**config.mk**
```make
export PLATFORM = sky130hd
export DESIGN_NAME = msort_queue
export DESIGN_NICKNAME = d
export VERILOG_FILES = /design/src/design/msort_pkg.sv /design/src/design/msort_queue.sv
export SDC_FILE = /design/constraint.sdc
export NUM_CORES = 1
export LEC_CHECK = 0
export ABC_AREA = 0
export BUFFER_PORTS_ARGS = -buffer_cell sky130_fd_sc_hd__buf_2
export CAP_MARGIN = 20
export CELL_PAD_IN_SITES_DETAIL_PLACEMENT = 1
export CELL_PAD_IN_SITES_GLOBAL_PLACEMENT = 2
export CORE_MARGIN = 3
export CORE_UTILIZATION = 38
export DETAILED_ROUTE_END_ITERATION = 16
export PLACE_DENSITY_LB_ADDON = 0.1
export RECOVER_POWER = 100
export SYNTH_ARGS = -nofsm -noshare
export SYNTH_HDL_FRONTEND = slang
export SYNTH_SLANG_ARGS = --single-unit
```
**constraint.sdc**
```tcl
create_clock -name clk_i -period 3.7 [get_ports clk_i]
set_clock_uncertainty 0.2 [all_clocks]
set_input_delay 0.185 -clock clk_i [delete_from_list [all_inputs] [get_ports clk_i]]
set_output_delay 0.185 -clock clk_i [all_outputs]
set_load 0.02 [all_outputs]
```
**src/design/msort_pkg.sv**
```systemverilog
`timescale 1ns / 1ps
`default_nettype none
package msort_pkg;

  // data and buffer sizing
  localparam int unsigned DataW          = 32;
  localparam int unsigned MaxElementsDef = 64;
  localparam int unsigned QueueDepthDef  = 2;

  // one classified item in the queue between the front and the back
  typedef struct packed {
    logic [DataW-1:0] value;
    logic             last;
  } q_item_t;

  // back end sequencer states
  typedef enum logic [4:0] {
    ST_IDLE      = 5'b00001,
    ST_SETUP     = 5'b00010,
    ST_MERGE     = 5'b00100,
    ST_OUT_FETCH = 5'b01000,
    ST_OUT_SHOW  = 5'b10000
  } back_state_e;

endpackage
`default_nettype wire

```
**src/design/msort_queue.sv**
```systemverilog
`timescale 1ns / 1ps
`default_nettype none
module msort_queue #(
  parameter int unsigned DEPTH = msort_pkg::QueueDepthDef
) (
  input  wire logic               clk_i,
  input  wire logic               rst_ni,
  input  wire logic               push_i,
  input  msort_pkg::q_item_t      item_i,
  output logic                    ready_o,
  output logic                    valid_o,
  output msort_pkg::q_item_t      item_o,
  input  wire logic               pop_i
);

  import msort_pkg::*;

  localparam int unsigned PtrW = $clog2(DEPTH);
  localparam int unsigned FillW = $clog2(DEPTH + 1);

  q_item_t          mem_q [DEPTH];
  logic [PtrW-1:0]  wr_q, wr_d, rd_q, rd_d;
  logic [FillW-1:0] fill_q, fill_d;
  logic             do_push, do_pop;

  assign ready_o = (fill_q != FillW'(DEPTH));
  assign valid_o = (fill_q != '0);
  assign item_o  = mem_q[rd_q];
  assign do_push = push_i && ready_o;
  assign do_pop  = pop_i && valid_o;

  // pointer and fill bookkeeping
  always_comb begin
    wr_d   = wr_q;
    rd_d   = rd_q;
    fill_d = fill_q;
    if (do_push) begin
      wr_d = (wr_q == PtrW'(DEPTH - 1)) ? '0 : wr_q + PtrW'(1);
    end
    if (do_pop) begin
      rd_d = (rd_q == PtrW'(DEPTH - 1)) ? '0 : rd_q + PtrW'(1);
    end
    if (do_push && !do_pop) begin
      fill_d = fill_q + FillW'(1);
    end else if (do_pop && !do_push) begin
      fill_d = fill_q - FillW'(1);
    end
  end

  always_ff @(posedge clk_i or negedge rst_ni) begin
    if (!rst_ni) begin
      wr_q   <= '0;
      rd_q   <= '0;
      fill_q <= '0;
    end else begin
      wr_q   <= wr_d;
      rd_q   <= rd_d;
      fill_q <= fill_d;
    end
  end

  // entry storage
  always_ff @(posedge clk_i) begin
    if (do_push) begin
      mem_q[wr_q] <= item_i;
    end
  end

endmodule
`default_nettype wire

```
==> flow_metrics.env <==
export IMPL_first_pass_iters=4
export IMPL_clockRootBuffer="clkbuf_8"
export IMPL_fin_nets=273
export IMPL_grt_pass1_vias=1671
export IMPL_place_congestion=0.6834
export IMPL_hpwlAfterDp_mm=3.210
export IMPL_endpoint_kind="flop"
export IMPL_cts_sinks=70
export IMPL_place_area_um2=3142
export IMPL_synth_common_cells="66 x edfxtp_1, 29 x mux2_4, 4 x dfrtp_1, 4 x mux2_2"
export IMPL_synth_nets=159
export IMPL_grt_pass1_wl_mm=8.183
export IMPL_grt_overflow=0
export IMPL_fin_crit_ns=2.571
export IMPL_antenna_found_initial=0
export IMPL_die_x_um=90.72
export IMPL_rows=30
export IMPL_cts_setup_buffers=0
export IMPL_grt_use_total=0.1299
export IMPL_synth_top_area_cell="edfxtp_1"
export IMPL_ys_types=15
export IMPL_max_slew_worst_pin_slew_ns=1.684
export IMPL_route_vias_total=1470
export IMPL_hold_violations=1
export IMPL_violations="negative hold slack, max-capacitance violations, max-slew violations"
export IMPL_netlist_area_um2=2728
export IMPL_slowest_stage="nor2_2"
export IMPL_cts_resized_gates=0
export IMPL_core_um2=6869
export IMPL_hold_ws_ns=-0.0003435
export IMPL_grt_max_degree=35
export IMPL_synth_seq_area_share=0.7633
export IMPL_power_density_nw_per_um2=728.5
export IMPL_ir_worst_vdd_mv=0.3295
export IMPL_num_antenna_cells=0
export IMPL_synth_ff_type="edfxtp_1"
export IMPL_start_util=0.3971
export IMPL_htreeDepth=3
export IMPL_clk_latency_ns=0.32
export IMPL_finalPower_w=0.002570
export IMPL_synth_most_common_cell="edfxtp_1"
export IMPL_cp_slowest_stage_delay_ns=1.26
export IMPL_grt_setup_unrepaired="no"
export IMPL_cts_max_path_buffers=2
export IMPL_drtAntennaViolNets=0
export IMPL_dpl_cell_count=284
export IMPL_rrSetupSlack_ns=1.13
export IMPL_drive_gt1_frac=0.2375
export IMPL_slew_violations=68
export IMPL_design_area_um2=3528
export IMPL_die_area_um2=8230
export IMPL_p_leak_nw=1.271
export IMPL_first_iter_violations=79
export IMPL_wl_mm=5.078
export IMPL_fin_setup_tns_ns=0
export IMPL_cp_start_kind="flop"
export IMPL_ys_ff_latch=70
export IMPL_synthTopCellsByArea="edfxtp_1 73%, mux2_4 16%, dfrtp_1 3.7%"
export IMPL_cts_tree="yes"
export IMPL_netlist_instances=121
export IMPL_hold_path_class="in2reg"
export IMPL_boundaryPins=72
export IMPL_worstPathMaxFanout=33
export IMPL_async_flop_share=0.05714
export IMPL_route_detailed_drc=0
export IMPL_die_h_um=90.72
export IMPL_multi_input_area_um2=464.2
export IMPL_synth_edf_count=66
export IMPL_status="finished, violations left"
export IMPL_routedWlPerCell_um=15.11
export IMPL_finalSetupViolCount=0
export IMPL_timing_max_cap_violations=2
export IMPL_slew_headroom=-0.1237
export IMPL_critical_path_cell_chain="nand2b_1, nand2_1, nor2_2"
export IMPL_yosysTopAreaCellShare=0.7266
export IMPL_cts_inserted_buffers=9
export IMPL_yosysWarnings=0
export IMPL_layout_cells_non_filler=336
export IMPL_seqCellArea_um2=2083
export IMPL_clk_pin_slew_ns=0.07
export IMPL_syn_area_per_cell_um2=22.54
export IMPL_fin_crit_sh=0.6949
export IMPL_crit_arrival_ns=2.29
export IMPL_crit_type="reg2reg"
export IMPL_port_buffers=71
export IMPL_final_util=0.5137
export IMPL_required_ns=3.42
export IMPL_n_fill_cell=712
export IMPL_timing_fmax_mhz=388.9
export IMPL_routed_via_density=4.375
export IMPL_syn2layout_area_growth_pct=29.36
## path summary, 6_finish.rpt
check,start,end,cells after the start
setup / recovery,fill_q[0]$_DFFE_PN0P_,mem_q[0][32]$_DFFE_PP_,3
hold / removal,push_i,wr_q$_DFFE_PN0P_,3
setup reg to reg,fill_q[0]$_DFFE_PN0P_,mem_q[0][32]$_DFFE_PP_,3
hold reg to reg,fill_q[1]$_DFFE_PN0P_,fill_q[1]$_DFFE_PN0P_,1
max in group asynchronous,rst_ni,rd_q$_DFFE_PN0P_,3
min in group asynchronous,rst_ni,wr_q$_DFFE_PN0P_,3
## worst max-delay path: cells and delay by family (launching register included)
kind | cells | cell delay (ns)
simple gates | 3 | 1.55
flops | 1 | 0.41
## registers in the layout (all words and copies together), names as in the netlist
signal	cells
mem_q	66
wr_q	1
fill_q	2
rd_q	1
## stage by stage
step,hold slack [ns],setup slack [ns]
final,-0.0003435,1.129
after global placement,-0.2077,1.673
after global routing,0.02548,0.8708
after detailed placement,-0.1975,1.605
after CTS,0.01814,1.257
after floorplan,-0.3106,0.8818
## final cells by class
class / instances / share of cell area
flip-flops and latches: 70 / 0.5904
repair buffers: 107 / 0.1915
inverters: 1 / 0.001064
well taps: 96 / 0.03404
multi-input cells: 46 / 0.1316
clock buffers: 11 / 0.03723
clock inverters: 5 / 0.01418
## layer usage
metal	global-route usage	share of wire
met1	0.1421	0.42
met3	0.03167	0.044
met2	0.2329	0.52
met5	0	0
met4	0.06505	0.019
## where the power goes
group | internal [W] | switching (W) | leakage (nW)
logic | 0.000309 | 0.000482 | 0.523
clock network | 0.000306 | 0.000254 | 0.0884
registers | 0.00109 | 0.000125 | 0.659
## cells by family (layout without fill, tap and decap cells)
kind of cell               count (synthesis)  in the layout  share of synthesized area
xor gates and xnor gates                   5              5                    0.01606
adders and majority gates                  1              1                   0.004586
buffers and inverters                      5            124                    0.02752
DFF                                       70             70                     0.7633
muxes                                     33             33                     0.1761
and+or+nand+nor                            7              7                    0.01239
## placed cells by master (no fill, tap or decap), drive strengths merged
cell type     n
and3          1
nor2          2
clkbuf       45
or2           1
dfrtp         4
clkinv        3
dlygate4sd3  36
clkinvlp      1
xnor2         3
edfxtp       66
buf          37
ha            1
mux2         33
nand2b        1
nand2         2
bufinv        1
inv           1
xor2          2
## timing repair
action,4_1_cts,5_1_grt
setup endpoints to repair,0,0
hold buffers,36,0
hold endpoints to repair,71,0
No activity file was read; power rests on OpenSTA's default activity.
