$ cat src/design/msort_pkg.sv
`timescale 1ns / 1ps
`default_nettype none
package msort_pkg;

  // data and buffer sizing
  localparam int unsigned DataW          = 32;
  localparam int unsigned MaxElementsDef = 64;
  localparam int unsigned QueueDepthDef  = 2;

  // one classified item in the queue between the front and the back
  typedef struct packed {
    logic [DataW-1:0] value;
    logic             last;
  } q_item_t;

  // back end sequencer states
  typedef enum logic [4:0] {
    ST_IDLE      = 5'b00001,
    ST_SETUP     = 5'b00010,
    ST_MERGE     = 5'b00100,
    ST_OUT_FETCH = 5'b01000,
    ST_OUT_SHOW  = 5'b10000
  } back_state_e;

endpackage
`default_nettype wire

$ cat src/design/msort_front.sv
`timescale 1ns / 1ps
`default_nettype none
module msort_front #(
  parameter int unsigned MAX_ELEMENTS = msort_pkg::MaxElementsDef
) (
  input  wire logic                           clk_i,
  input  wire logic                           rst_ni,
  input  wire logic                           in_valid_i,
  output logic                                in_ready_o,
  input  wire logic signed [msort_pkg::DataW-1:0] value_i,
  input  wire logic                           is_last_i,
  output logic                                push_o,
  output msort_pkg::q_item_t                  item_o,
  input  wire logic                           q_ready_i
);

  import msort_pkg::*;

  localparam int unsigned CntW = $clog2(MAX_ELEMENTS);

  logic [CntW-1:0] cnt_q, cnt_d;
  logic            last_cls;

  // an item that fills the buffer closes the sequence
  assign last_cls   = is_last_i || (cnt_q == CntW'(MAX_ELEMENTS - 1));
  assign in_ready_o = q_ready_i;
  assign push_o     = in_valid_i && q_ready_i;
  assign item_o     = '{value: value_i, last: last_cls};

  // position within the current sequence
  always_comb begin
    cnt_d = cnt_q;
    if (push_o) begin
      cnt_d = last_cls ? '0 : cnt_q + CntW'(1);
    end
  end

  always_ff @(posedge clk_i or negedge rst_ni) begin
    if (!rst_ni) begin
      cnt_q <= '0;
    end else begin
      cnt_q <= cnt_d;
    end
  end

endmodule
`default_nettype wire

$ cat config.mk
export PLATFORM = sky130hd
export DESIGN_NAME = msort_front
export DESIGN_NICKNAME = d
export VERILOG_FILES = /design/src/design/msort_pkg.sv /design/src/design/msort_front.sv
export SDC_FILE = /design/constraint.sdc
export NUM_CORES = 1
export LEC_CHECK = 0
export ABC_AREA = 1
export BUFFER_PORTS_ARGS = -buffer_cell sky130_fd_sc_hd__buf_2
export CAP_MARGIN = 20
export CORE_MARGIN = 8
export CORE_UTILIZATION = 29
export DETAILED_ROUTE_END_ITERATION = 12
export HOLD_SLACK_MARGIN = 0.06
export PLACE_DENSITY_LB_ADDON = 0.2
export RECOVER_POWER = 100
export SYNTH_ARGS = -nofsm -noshare
export SYNTH_HDL_FRONTEND = slang
export SYNTH_SLANG_ARGS = --single-unit
$ cat constraint.sdc
create_clock -name clk_i -period 1 [get_ports clk_i]
set_input_delay 0.2 -clock clk_i [delete_from_list [all_inputs] [get_ports clk_i]]
set_output_delay 0.2 -clock clk_i [all_outputs]
set_load 0.02 [all_outputs]
==> flow_results.xml, run 1 <==
<?xml version="1.0" encoding="UTF-8"?>
<metrics>
  <group name="power">
    <metric name="sw_frac_of_total" unit="%">27.4</metric>
    <metric name="p_leak" unit="nW">0.290</metric>
    <metric name="proportion_of_power_drawn_by_the_clock_network" unit="%">31.4</metric>
    <metric name="internal-power" unit="W">0.000485</metric>
    <metric name="pwr-share-seq" unit="%">43.6</metric>
    <metric name="power" unit="W">0.000668</metric>
    <metric name="ir_worst_vdd" unit="uV">429</metric>
    <metric name="power_switching" unit="W">0.000183</metric>
    <metric name="power.density" unit="mW/mm^2">1180</metric>
    <metric name="pwr-share-comb" unit="%">25.0</metric>
  </group>
  <group name="synth">
    <metric name="biggest_area_consumer_among_synthesized_cells" unit="">sky130_fd_sc_hd__buf_4</metric>
    <metric name="synth_nets" unit="">118</metric>
    <metric name="area_share_of_the_largest_cell_type_after_synthesis" unit="%">41.9</metric>
    <metric name="synth_area" unit="sq um">609</metric>
    <metric name="avgSynthCellArea" unit="sq um">7.62</metric>
    <metric name="number_of_synthesized_register_bits" unit="">6</metric>
    <metric name="synth_cells" unit="">80</metric>
    <metric name="synth.area.top_cells" unit="">sky130_fd_sc_hd__buf_4, sky130_fd_sc_hd__dfrtp_1, sky130_fd_sc_hd__nand2_1, sky130_fd_sc_hd__inv_1, sky130_fd_sc_hd__o21bai_4</metric>
    <metric name="post_synth_num_cell_types" unit="">17</metric>
    <metric name="synth-warning-count" unit="">0</metric>
    <metric name="synth.yosys.seq_area_share" unit="%">24.6</metric>
  </group>
  <group name="flow_run">
    <metric name="max_cap_violations" unit="">0</metric>
  </group>
  <group name="final_layout">
    <metric name="area_of_the_multi_input_gates" unit="sq um">215</metric>
    <metric name="top_register" unit="">cnt_q</metric>
    <metric name="largest_registers" unit="">cnt_q x6</metric>
    <metric name="n_antenna_cell" unit="">0</metric>
    <metric name="largest_register_ffs" unit="">6</metric>
    <metric name="syn2layout_area_growth" unit="%">-7.19</metric>
    <metric name="fin_nets" unit="">105</metric>
    <metric name="final_layout_size_suffix_gt1_share" unit="%">47.7</metric>
    <metric name="register_area" unit="sq um">150</metric>
    <metric name="fillerInstances" unit="">218</metric>
  </group>
  <group name="timing">
    <metric name="max-slew-margin-rel" unit="%">79.7</metric>
    <metric name="max_freq" unit="MHz">759</metric>
    <metric name="period_minus_slack" unit="ns">1.32</metric>
    <metric name="final.period_utilization" unit="%">132</metric>
    <metric name="report.final.setup_viol" unit="">7</metric>
    <metric name="postLayoutSetupSlackWorst" unit="ns">-0.318</metric>
    <metric name="rsz0062_at_grt" unit="">yes</metric>
    <metric name="worst_clock_skew" unit="ns">0.00233</metric>
    <metric name="final-max-slew-violation-count" unit="">0</metric>
    <metric name="timing_hold_violations_final" unit="">0</metric>
    <metric name="worst_pin_slew" unit="ns">0.305</metric>
  </group>
  <group name="clock_tree">
    <metric name="cts-root-buf" unit="">sky130_fd_sc_hd__clkbuf_4</metric>
    <metric name="deepest_level_of_the_cts_h_tree" unit="">1</metric>
    <metric name="clock_sink_count" unit="">6</metric>
    <metric name="cts.reportedPaths.clkPinSlew" unit="ns">0.04</metric>
    <metric name="total_clock_buffers_created_by_cts" unit="">3</metric>
    <metric name="tritoncts" unit="">built</metric>
    <metric name="clk-insertion-delay-late" unit="ns">0.24</metric>
    <metric name="cts_buffer_depth" unit="">2</metric>
  </group>
  <group name="global_routing">
    <metric name="remaining_global_route_overflow" unit="">0</metric>
    <metric name="grt_first_pass_wirelength" unit="mm">1.55</metric>
    <metric name="first_global_vias" unit="">370</metric>
    <metric name="grt_start_max_net_pins" unit="">8</metric>
    <metric name="antenna_found_initial" unit="">0</metric>
    <metric name="global_route.usage.total" unit="%">5.49</metric>
  </group>
  <group name="floorplanning">
    <metric name="num_rows" unit="">16</metric>
    <metric name="die_w" unit="um">61.8</metric>
    <metric name="die_h" unit="um">61.8</metric>
    <metric name="count_of_boundary_i_o_pins" unit="">72</metric>
    <metric name="die_area" unit="sq mm">0.00382</metric>
    <metric name="initial_utilization" unit="%">30.7</metric>
    <metric name="core" unit="sq mm">0.00198</metric>
  </group>
  <group name="worst_setup_path">
    <metric name="critPathRequiredTime" unit="ns">0.80</metric>
    <metric name="crit_path_start_kind" unit="">register</metric>
    <metric name="critical_path_arrival" unit="ns">1.12</metric>
    <metric name="crit_path_end_kind" unit="">output port</metric>
    <metric name="setup.worst_path.class" unit="">register to output port</metric>
    <metric name="critical_path_peak_fanout" unit="">2</metric>
  </group>
  <group name="route">
    <metric name="vias" unit="">370</metric>
    <metric name="totalWireLength" unit="um">948</metric>
    <metric name="drt_iter0_markers" unit="">5</metric>
    <metric name="drt.antenna.violating_nets" unit="">0</metric>
    <metric name="post_drt_via_cell_ratio" unit="">4.02</metric>
    <metric name="drtPass1Iterations" unit="">2</metric>
    <metric name="average_wire_per_cell_in_the_routed_design" unit="um">10.3</metric>
    <metric name="drc_errors" unit="">0</metric>
  </group>
  <group name="status">
    <metric name="failed_checks" unit="">setup timing</metric>
    <metric name="outcome" unit="">finished, violations left</metric>
  </group>
  <group name="hold_path">
    <metric name="hp-class" unit="">primary input to register</metric>
  </group>
  <group name="placement">
    <metric name="routabilityCongestion" unit="">0.696</metric>
    <metric name="pre_cts_ws" unit="ns">-0.184</metric>
    <metric name="place.port_buffers" unit="">7</metric>
    <metric name="detailed_place_hpwl" unit="um">737</metric>
  </group>
</metrics>
-- placed cells by master (no fill, tap or decap), types with 2 or more instances in the layout --
cell / instances
sky130_fd_sc_hd__nor2_2: 2
sky130_fd_sc_hd__buf_2: 3
sky130_fd_sc_hd__nand3_1: 2
sky130_fd_sc_hd__nand2_1: 12
sky130_fd_sc_hd__o21ai_2: 2
sky130_fd_sc_hd__buf_4: 8
sky130_fd_sc_hd__dfrtp_1: 6
sky130_fd_sc_hd__nand2_2: 2
sky130_fd_sc_hd__nor2_1: 2
sky130_fd_sc_hd__clkbuf_1: 2
sky130_fd_sc_hd__nand4_1: 2
sky130_fd_sc_hd__inv_2: 3
sky130_fd_sc_hd__clkbuf_4: 3
sky130_fd_sc_hd__inv_1: 5
-- metal layers --
metal | GRT usage (%) | vias up | share of wire [%]
met4 | 3.90 | 0 | 0.42
li1 | - | 180 | -
met3 | 4.73 | 2 | 12
met5 | 0 | - | 0
met1 | 4.69 | 174 | 38
met2 | 8.27 | 14 | 50
-- path summary, 6_finish.rpt --
path / from / to / slack, ns / depth (start not counted)
worst max-delay path: cnt_q[1] / item_o[0] / -0.32 / 4
worst min-delay path: in_valid_i / cnt_q[0] / 0.32 / 4
worst max register to register: cnt_q[1] / cnt_q[4] / -0.18 / 8
worst min register to register: cnt_q[5] / cnt_q[5] / 0.57 / 4
max in group asynchronous: rst_ni / cnt_q[5] / 0.41 / 2
min in group asynchronous: rst_ni / cnt_q[1] / 0.36 / 2
-- per-stage QoR --
stage / hold WS (ns) / area [sq um] / util, % / setup TNS (ns) / cells
after global routing: 0.330 / 566 / 28.5 / -1.67 / 92
after CTS: 0.281 / 531 / 26.8 / -1.52 / 91
after detailed placement: 0.0311 / 453 / 22.9 / -0.806 / 84
after global placement: 0.0285 / 453 / 22.9 / -0.753 / 84
final: 0.316 / 566 / 28.5 / -1.30 / 92
after floorplan: -0.0956 / 613 / - / -0.224 / 80
-- final cells by class --
class / instances / area share [%]
Tap cell: 27 / 5.97
Multi-Input combinational cell: 31 / 38.1
Sequential cell: 6 / 26.5
Timing Repair Buffer: 16 / 19.2
Clock buffer: 3 / 3.98
Inverter: 9 / 6.19
-- power groups by stage --
| stage | logic (W) | registers [W] | clock network (W) |
|---|---|---|---|
| 6_report | 0.000167 | 0.000291 | 0.000210 |
| 3_5_place_dp | 0.000122 | 0.000285 | 0 |
| 5_1_grt | 0.000188 | 0.000292 | 0.000249 |
| 2_1_floorplan | 0.000258 | 0.000285 | 0 |
| 3_3_place_gp | 0.000122 | 0.000285 | 0 |
| 4_1_cts | 0.000153 | 0.000282 | 0.000225 |
-- worst max-delay path: stages (launching register included) --
cell	delay [ns]
sky130_fd_sc_hd__dfrtp_1	0.39
sky130_fd_sc_hd__ha_4	0.16
sky130_fd_sc_hd__nand3_4	0.07
sky130_fd_sc_hd__o21bai_4	0.13
sky130_fd_sc_hd__buf_6	0.13
-- synth_stat cells, drive strengths merged --
library cell and number:
o21ai 2, inv 8, nor2 5, a21oi 1
ha 1, nand4 2, buf 34, dfrtp 6
clkinv 1, nand3 3, o21bai 1, nand2 15
xor2 1
-- what timing repair did --
| item | 4_1_cts | 5_1_grt |
|---|---|---|
| pin swaps | 2 | 4 |
| endpoints found under the hold margin | 6 | 0 |
| setup buffers | 3 | 1 |
| hold buffers | 1 | 0 |
| gates resized for setup | 9 | 8 |
| endpoints found under the setup margin | 7 | 7 |
-- logic make-up after synthesis --
logic type / synth area share, %
AO/OA/AOI/OAI: 5.54
XOR/XNOR: 1.44
adder cells (fa/ha/maj): 2.05
buffers and inverters: 47.4
flip-flops: 24.6
AND/OR/NAND/NOR: 18.9
(Power assumes the default switching activity.)
==> run 2: changes to the inputs <==
--- a/config.mk
+++ b/config.mk
@@ -6,14 +6,15 @@
 export NUM_CORES = 1
 export LEC_CHECK = 0
 export ABC_AREA = 1
-export BUFFER_PORTS_ARGS = -buffer_cell sky130_fd_sc_hd__buf_2
 export CAP_MARGIN = 20
-export CORE_MARGIN = 8
-export CORE_UTILIZATION = 29
+export CORE_AREA = 2 2 39 41
 export DETAILED_ROUTE_END_ITERATION = 12
+export DIE_AREA = 0 0 41 43
+export DONT_BUFFER_PORTS = 1
 export HOLD_SLACK_MARGIN = 0.06
 export PLACE_DENSITY_LB_ADDON = 0.2
 export RECOVER_POWER = 100
+export SKIP_CTS_REPAIR_TIMING = 1
 export SYNTH_ARGS = -nofsm -noshare
 export SYNTH_HDL_FRONTEND = slang
 export SYNTH_SLANG_ARGS = --single-unit
==> flow_results.xml, run 2 (synthesis results as in run 1) <==
<?xml version="1.0" encoding="UTF-8"?>
<metrics>
  <group name="worst_setup_path">
    <metric name="timing.rr.start" unit="">cnt_q[0]</metric>
    <metric name="crit_path_end_kind" unit="">output port</metric>
    <metric name="crit_path_cell_trace" unit="">ha_2 -&gt; nand3_2 -&gt; o21bai_4 -&gt; buf_12</metric>
    <metric name="worst-r2r-cell-count" unit="">7</metric>
    <metric name="crit_path_start_kind" unit="">register</metric>
    <metric name="critical_path_peak_fanout" unit="">2</metric>
    <metric name="worst_path_dominant_cell_family" unit="">flip-flops</metric>
    <metric name="setup.worst_path.class" unit="">register to output port</metric>
    <metric name="terminus_of_the_critical_flop_to_flop_path" unit="">cnt_q[2]</metric>
    <metric name="regToRegSetupSlack" unit="ns">-0.23</metric>
    <metric name="largest_stage_delay_on_the_critical_path" unit="ns">0.34</metric>
    <metric name="timing.critical_path.slowest_stage_cell" unit="">sky130_fd_sc_hd__dfrtp_1</metric>
    <metric name="critical_path_arrival" unit="ns">1.16</metric>
    <metric name="cp.buffers_inverters" unit="">1</metric>
    <metric name="critPathRequiredTime" unit="ns">0.80</metric>
  </group>
  <group name="global_routing">
    <metric name="use_met1" unit="%">10.6</metric>
    <metric name="remaining_global_route_overflow" unit="">0</metric>
    <metric name="antenna_found_initial" unit="">0</metric>
    <metric name="global_route.usage.total" unit="%">10.0</metric>
    <metric name="top_usage_layer" unit="">met2</metric>
    <metric name="grt_first_pass_wirelength" unit="mm">1.11</metric>
    <metric name="first_global_vias" unit="">278</metric>
    <metric name="grt_start_max_net_pins" unit="">8</metric>
    <metric name="globalRouteMet2Util" unit="%">12.5</metric>
    <metric name="grt.met3_usage" unit="%">6.81</metric>
  </group>
  <group name="final_layout">
    <metric name="syn2layout_area_growth" unit="%">-22.2</metric>
    <metric name="fin_nets" unit="">97</metric>
    <metric name="largest_registers" unit="">cnt_q x6</metric>
    <metric name="post-route-cell-area" unit="sq um">474</metric>
    <metric name="top_register" unit="">cnt_q</metric>
    <metric name="layout.cells.most_common_list" unit="">sky130_fd_sc_hd__nand2_1, sky130_fd_sc_hd__inv_1, sky130_fd_sc_hd__dfrtp_1, sky130_fd_sc_hd__buf_4, sky130_fd_sc_hd__nor2_1</metric>
    <metric name="largest_register_ffs" unit="">6</metric>
    <metric name="n_antenna_cell" unit="">0</metric>
    <metric name="mostFrequentLayoutCell" unit="">sky130_fd_sc_hd__nand2_1</metric>
    <metric name="final_layout_size_suffix_gt1_share" unit="%">28.1</metric>
  </group>
  <group name="placement">
    <metric name="place.port_buffers" unit="">0</metric>
    <metric name="detailed_place.area" unit="sq um">424</metric>
    <metric name="detailed_place_hpwl" unit="um">618</metric>
    <metric name="routabilityCongestion" unit="">0.713</metric>
  </group>
  <group name="hold_path">
    <metric name="hold_end" unit="">cnt_q[1]</metric>
    <metric name="hold_path.startpoint" unit="">q_ready_i</metric>
    <metric name="number_of_cells_on_the_worst_hold_path" unit="">3</metric>
    <metric name="hp-class" unit="">primary input to register</metric>
  </group>
  <group name="route">
    <metric name="drt_iter0_markers" unit="">7</metric>
    <metric name="drt.antenna.violating_nets" unit="">0</metric>
    <metric name="vias" unit="">329</metric>
    <metric name="average_wire_per_cell_in_the_routed_design" unit="um">10.7</metric>
    <metric name="drc_errors" unit="">0</metric>
    <metric name="post_drt_via_cell_ratio" unit="">4.51</metric>
    <metric name="totalWireLength" unit="um">779</metric>
    <metric name="drtPass1Iterations" unit="">3</metric>
  </group>
  <group name="timing">
    <metric name="final.period_utilization" unit="%">136</metric>
    <metric name="worst_clock_skew" unit="ns">0.00819</metric>
    <metric name="period_minus_slack" unit="ns">1.36</metric>
    <metric name="rsz0062_at_grt" unit="">yes</metric>
    <metric name="final-max-slew-violation-count" unit="">0</metric>
    <metric name="report.final.setup_viol" unit="">7</metric>
    <metric name="timing_hold_violations_final" unit="">0</metric>
    <metric name="postLayoutSetupSlackWorst" unit="ns">-0.363</metric>
    <metric name="worst_pin_slew" unit="ns">0.360</metric>
    <metric name="max-slew-margin-rel" unit="%">76.0</metric>
    <metric name="max_freq" unit="MHz">734</metric>
  </group>
  <group name="clock_tree">
    <metric name="cts.reportedPaths.clkPinSlew" unit="ns">0.04</metric>
    <metric name="tritoncts" unit="">built</metric>
    <metric name="clock_sink_count" unit="">6</metric>
    <metric name="cts-root-buf" unit="">sky130_fd_sc_hd__clkbuf_4</metric>
    <metric name="cts_buffer_depth" unit="">2</metric>
    <metric name="clk-insertion-delay-late" unit="ns">0.24</metric>
    <metric name="deepest_level_of_the_cts_h_tree" unit="">1</metric>
    <metric name="total_clock_buffers_created_by_cts" unit="">3</metric>
  </group>
  <group name="floorplanning">
    <metric name="num_rows" unit="">14</metric>
    <metric name="die_w" unit="um">41</metric>
    <metric name="die_area" unit="sq mm">0.00176</metric>
    <metric name="count_of_boundary_i_o_pins" unit="">72</metric>
    <metric name="die_h" unit="um">43</metric>
    <metric name="initial_utilization" unit="%">44.0</metric>
    <metric name="core" unit="sq mm">0.00138</metric>
  </group>
  <group name="status">
    <metric name="failed_checks" unit="">setup timing</metric>
    <metric name="outcome" unit="">finished, violations left</metric>
  </group>
  <group name="power">
    <metric name="ir_worst_vdd" unit="uV">580</metric>
    <metric name="power" unit="W">0.000617</metric>
    <metric name="power.density" unit="mW/mm^2">1300</metric>
    <metric name="p_leak" unit="nW">0.258</metric>
  </group>
  <group name="flow_run">
    <metric name="max_cap_violations" unit="">0</metric>
  </group>
</metrics>
[run 2: worst min-delay path: stages]
cell                      delay, ns
sky130_fd_sc_hd__nand2_2       0.07
sky130_fd_sc_hd__nand2_1       0.05
sky130_fd_sc_hd__o21ai_0       0.07
[run 2: how the worst max path moves through the flow]
| stage | slack [ns] | depth (start not counted) | endpoint | start |
|---|---|---|---|---|
| floorplan | -0.09 | 4 | item_o[0] | cnt_q[0] |
| detailed placement | -0.13 | 4 | item_o[0] | cnt_q[0] |
| global placement | -0.14 | 4 | item_o[0] | cnt_q[1] |
| CTS | -0.39 | 4 | item_o[0] | cnt_q[0] |
| finish | -0.36 | 4 | item_o[0] | cnt_q[0] |
| global route | -0.44 | 4 | item_o[0] | cnt_q[1] |
[run 2: area by class of cell]
cell class / count / area [sq um]
fillers: 145 / 910
multi-input cells: 31 / 173
repair buffers: 8 / 75.1
inverters: 9 / 33.8
well taps: 16 / 20.0
clock buffers: 3 / 22.5
flip-flops and latches: 6 / 150
[run 2: report_power, final]
part	switching (W)	internal [W]
registers	0.0000157	0.000265
clock network	0.0000794	0.000135
logic	0.0000593	0.0000619
total	0.000154	0.000463
[run 2: stage by stage]
stage	util (%)	TNS, ns	hold slack (ns)	instances	worst slack [ns]
after floorplan	-	-0.224	-0.0956	80	-0.0901
after global placement	30.7	-0.704	-0.0955	67	-0.135
after detailed placement	30.7	-0.653	-0.0955	67	-0.133
after CTS	32.3	-0.930	-0.355	70	-0.391
after global routing	34.3	-2.11	0.212	73	-0.437
final	34.3	-1.56	0.198	73	-0.363
[run 2: routing by layer]
metal / up-vias / share of wire [%]
li1: 166 / -
met1: 152 / 41
met2: 11 / 47
met3: 0 / 11
met4: 0 / 0
met5: - / 0
==> run 3: changes to the inputs <==
--- a/config.mk
+++ b/config.mk
@@ -11,9 +11,11 @@
 export DETAILED_ROUTE_END_ITERATION = 12
 export DIE_AREA = 0 0 41 43
 export DONT_BUFFER_PORTS = 1
+export GPL_TIMING_DRIVEN = 0
 export HOLD_SLACK_MARGIN = 0.06
 export PLACE_DENSITY_LB_ADDON = 0.2
 export RECOVER_POWER = 100
+export REMOVE_ABC_BUFFERS = 1
 export SKIP_CTS_REPAIR_TIMING = 1
 export SYNTH_ARGS = -nofsm -noshare
 export SYNTH_HDL_FRONTEND = slang
==> flow_results.xml, run 3 (synthesis results as in run 1) <==
<?xml version="1.0" encoding="UTF-8"?>
<metrics>
  <group name="status">
    <metric name="outcome" unit="">finished, violations left</metric>
    <metric name="failed_checks" unit="">setup timing</metric>
  </group>
  <group name="timing">
    <metric name="rsz0062_at_grt" unit="">yes</metric>
    <metric name="final.period_utilization" unit="%">138</metric>
    <metric name="hold_slack" unit="ns">0.179</metric>
    <metric name="period_minus_slack" unit="ns">1.38</metric>
    <metric name="max-slew-margin-rel" unit="%">75.3</metric>
    <metric name="report.final.setup_viol" unit="">7</metric>
    <metric name="tns" unit="ns">-1.85</metric>
    <metric name="max_freq" unit="MHz">723</metric>
    <metric name="timing_hold_violations_final" unit="">0</metric>
    <metric name="final-max-slew-violation-count" unit="">0</metric>
    <metric name="worst_pin_slew" unit="ns">0.371</metric>
    <metric name="worst_clock_skew" unit="ns">0.00159</metric>
    <metric name="postLayoutSetupSlackWorst" unit="ns">-0.383</metric>
  </group>
  <group name="clock_tree">
    <metric name="clock_sink_count" unit="">6</metric>
    <metric name="deepest_level_of_the_cts_h_tree" unit="">1</metric>
    <metric name="cts-root-buf" unit="">sky130_fd_sc_hd__clkbuf_4</metric>
    <metric name="clk-insertion-delay-late" unit="ns">0.25</metric>
    <metric name="total_clock_buffers_created_by_cts" unit="">3</metric>
    <metric name="cts.reportedPaths.clkPinSlew" unit="ns">0.05</metric>
    <metric name="tritoncts" unit="">built</metric>
    <metric name="cts_buffer_depth" unit="">2</metric>
  </group>
  <group name="power">
    <metric name="sw_frac_of_total" unit="%">27.7</metric>
    <metric name="power_switching" unit="W">0.000172</metric>
    <metric name="power.density" unit="mW/mm^2">1420</metric>
    <metric name="proportion_of_power_drawn_by_the_clock_network" unit="%">37.2</metric>
    <metric name="pwr-share-comb" unit="%">16.6</metric>
    <metric name="power" unit="W">0.000622</metric>
    <metric name="p_leak" unit="nW">0.236</metric>
    <metric name="pwr-share-seq" unit="%">46.2</metric>
    <metric name="internal-power" unit="W">0.000450</metric>
    <metric name="ir_worst_vdd" unit="uV">436</metric>
  </group>
  <group name="placement">
    <metric name="placedCellCount" unit="">62</metric>
    <metric name="routabilityCongestion" unit="">0.753</metric>
    <metric name="detailed_place_hpwl" unit="mm">1.76</metric>
    <metric name="detailed_place.area" unit="sq um">374</metric>
    <metric name="place.port_buffers" unit="">0</metric>
  </group>
  <group name="hold_path">
    <metric name="hold_path.startpoint" unit="">q_ready_i</metric>
    <metric name="hp-class" unit="">primary input to register</metric>
    <metric name="hold_end" unit="">cnt_q[0]</metric>
    <metric name="number_of_cells_on_the_worst_hold_path" unit="">3</metric>
  </group>
  <group name="floorplanning">
    <metric name="die_w" unit="um">41</metric>
    <metric name="num_rows" unit="">14</metric>
    <metric name="die_h" unit="um">43</metric>
    <metric name="core" unit="sq mm">0.00138</metric>
    <metric name="die_area" unit="sq mm">0.00176</metric>
    <metric name="initial_utilization" unit="%">44.0</metric>
    <metric name="count_of_boundary_i_o_pins" unit="">72</metric>
  </group>
  <group name="worst_setup_path">
    <metric name="largest_stage_delay_on_the_critical_path" unit="ns">0.37</metric>
    <metric name="crit_path_end_kind" unit="">output port</metric>
    <metric name="setup.worst_path.class" unit="">register to output port</metric>
    <metric name="worst-r2r-cell-count" unit="">6</metric>
    <metric name="terminus_of_the_critical_flop_to_flop_path" unit="">cnt_q[4]</metric>
    <metric name="crit_path_start_kind" unit="">register</metric>
    <metric name="critical_path_arrival" unit="ns">1.18</metric>
    <metric name="cp.buffers_inverters" unit="">0</metric>
    <metric name="timing.critical_path.slowest_stage_cell" unit="">sky130_fd_sc_hd__dfrtp_1</metric>
    <metric name="path_depth" unit="">3</metric>
    <metric name="critical_path_peak_fanout" unit="">4</metric>
    <metric name="worst_path_dominant_cell_family" unit="">flip-flops</metric>
    <metric name="critPathRequiredTime" unit="ns">0.80</metric>
    <metric name="regToRegSetupSlack" unit="ns">-0.28</metric>
    <metric name="timing.rr.start" unit="">cnt_q[1]</metric>
    <metric name="crit_path_cell_trace" unit="">ha_2 -&gt; nand3_4 -&gt; o21bai_4</metric>
  </group>
  <group name="global_routing">
    <metric name="global_route.usage.total" unit="%">23.9</metric>
    <metric name="antenna_found_initial" unit="">0</metric>
    <metric name="first_global_vias" unit="">339</metric>
    <metric name="grt_start_max_net_pins" unit="">8</metric>
    <metric name="grt_first_pass_wirelength" unit="mm">2.41</metric>
    <metric name="remaining_global_route_overflow" unit="">0</metric>
  </group>
  <group name="final_layout">
    <metric name="n_antenna_cell" unit="">0</metric>
    <metric name="mostFrequentLayoutCell" unit="">sky130_fd_sc_hd__nand2_1</metric>
    <metric name="syn2layout_area_growth" unit="%">-27.9</metric>
    <metric name="top_register" unit="">cnt_q</metric>
    <metric name="largest_register_ffs" unit="">6</metric>
    <metric name="post-route-cell-area" unit="sq um">439</metric>
    <metric name="fillerInstances" unit="">145</metric>
    <metric name="final_layout_size_suffix_gt1_share" unit="%">24.5</metric>
    <metric name="largest_registers" unit="">cnt_q x6</metric>
    <metric name="area_of_the_multi_input_gates" unit="sq um">180</metric>
    <metric name="layout.cells.most_common_list" unit="">sky130_fd_sc_hd__nand2_1, sky130_fd_sc_hd__inv_1, sky130_fd_sc_hd__dfrtp_1, sky130_fd_sc_hd__nor2_1</metric>
    <metric name="register_area" unit="sq um">150</metric>
    <metric name="fin_nets" unit="">93</metric>
    <metric name="finish.cell_count_without_fillers" unit="">69</metric>
  </group>
  <group name="route">
    <metric name="post_drt_via_cell_ratio" unit="">5.23</metric>
    <metric name="drc_errors" unit="">0</metric>
    <metric name="drtPass1Iterations" unit="">4</metric>
    <metric name="average_wire_per_cell_in_the_routed_design" unit="um">28.7</metric>
    <metric name="drt.antenna.violating_nets" unit="">0</metric>
    <metric name="totalWireLength" unit="mm">1.98</metric>
    <metric name="vias" unit="">361</metric>
    <metric name="drt_iter0_markers" unit="">10</metric>
  </group>
  <group name="flow_run">
    <metric name="max_cap_violations" unit="">0</metric>
  </group>
</metrics>
[run 3: cell types whose count changed in the layout (fill, tap and decap cells not counted), sizes merged]
cell    before  now
buf          7    3
clkinv       1    0
inv          8    9
[run 3: layer usage]
| metal | track usage [%] | vias up | share of wire, % |
|---|---|---|---|
| li1 | - | 155 | - |
| met1 | 13.8 | 151 | 19 |
| met4 | 20.7 | 0 | 4.4 |
| met5 | 0 | - | 0 |
| met2 | 32.2 | 43 | 45 |
| met3 | 31.4 | 12 | 31 |
[run 3: through the flow]
stage               worst slack [ns]  util [%]
floorplan                     -0.121         -
global placement              -0.252      27.0
detailed placement            -0.240      27.0
CTS                           -0.376      28.7
global route                  -0.434      31.7
finish                        -0.383      31.7
[run 3: power by group through the flow]
stage                     clock network, W  registers, W  logic [W]
after global routing              0.000243      0.000290   0.000119
after CTS                         0.000236      0.000286  0.0000710
after floorplan                          0      0.000285  0.0000606
final                             0.000231      0.000288   0.000103
after detailed placement                 0      0.000290  0.0000707
after global placement                   0      0.000289  0.0000704
[run 3: layout make-up]
class | instances | area share [%]
Multi-Input combinational cell | 31 | 41.0
Sequential cell | 6 | 34.2
Inverter | 9 | 7.69
Timing Repair Buffer | 4 | 7.41
Clock buffer | 3 | 5.13
Tap cell | 16 | 4.56
[run 3: worst max path at each step]
| stage | to | from | slack [ns] |
|---|---|---|---|
| 2_1_floorplan | cnt_q[5] | cnt_q[0] | -0.12 |
| 3_3_place_gp | cnt_q[2] | cnt_q[0] | -0.25 |
| 3_5_place_dp | cnt_q[2] | cnt_q[0] | -0.24 |
| 4_1_cts | item_o[0] | cnt_q[0] | -0.38 |
| 5_1_grt | item_o[0] | cnt_q[1] | -0.43 |
| 6_report | item_o[0] | cnt_q[1] | -0.38 |
[run 3: worst register-to-register path: stages (launching register included)]
cell and delay (ns):
sky130_fd_sc_hd__dfrtp_1 0.37, sky130_fd_sc_hd__ha_2 0.22, sky130_fd_sc_hd__nand3_4 0.08, sky130_fd_sc_hd__o21bai_4 0.27, sky130_fd_sc_hd__nand2_2 0.12, sky130_fd_sc_hd__nand2_1 0.08
sky130_fd_sc_hd__nor2_1 0.03
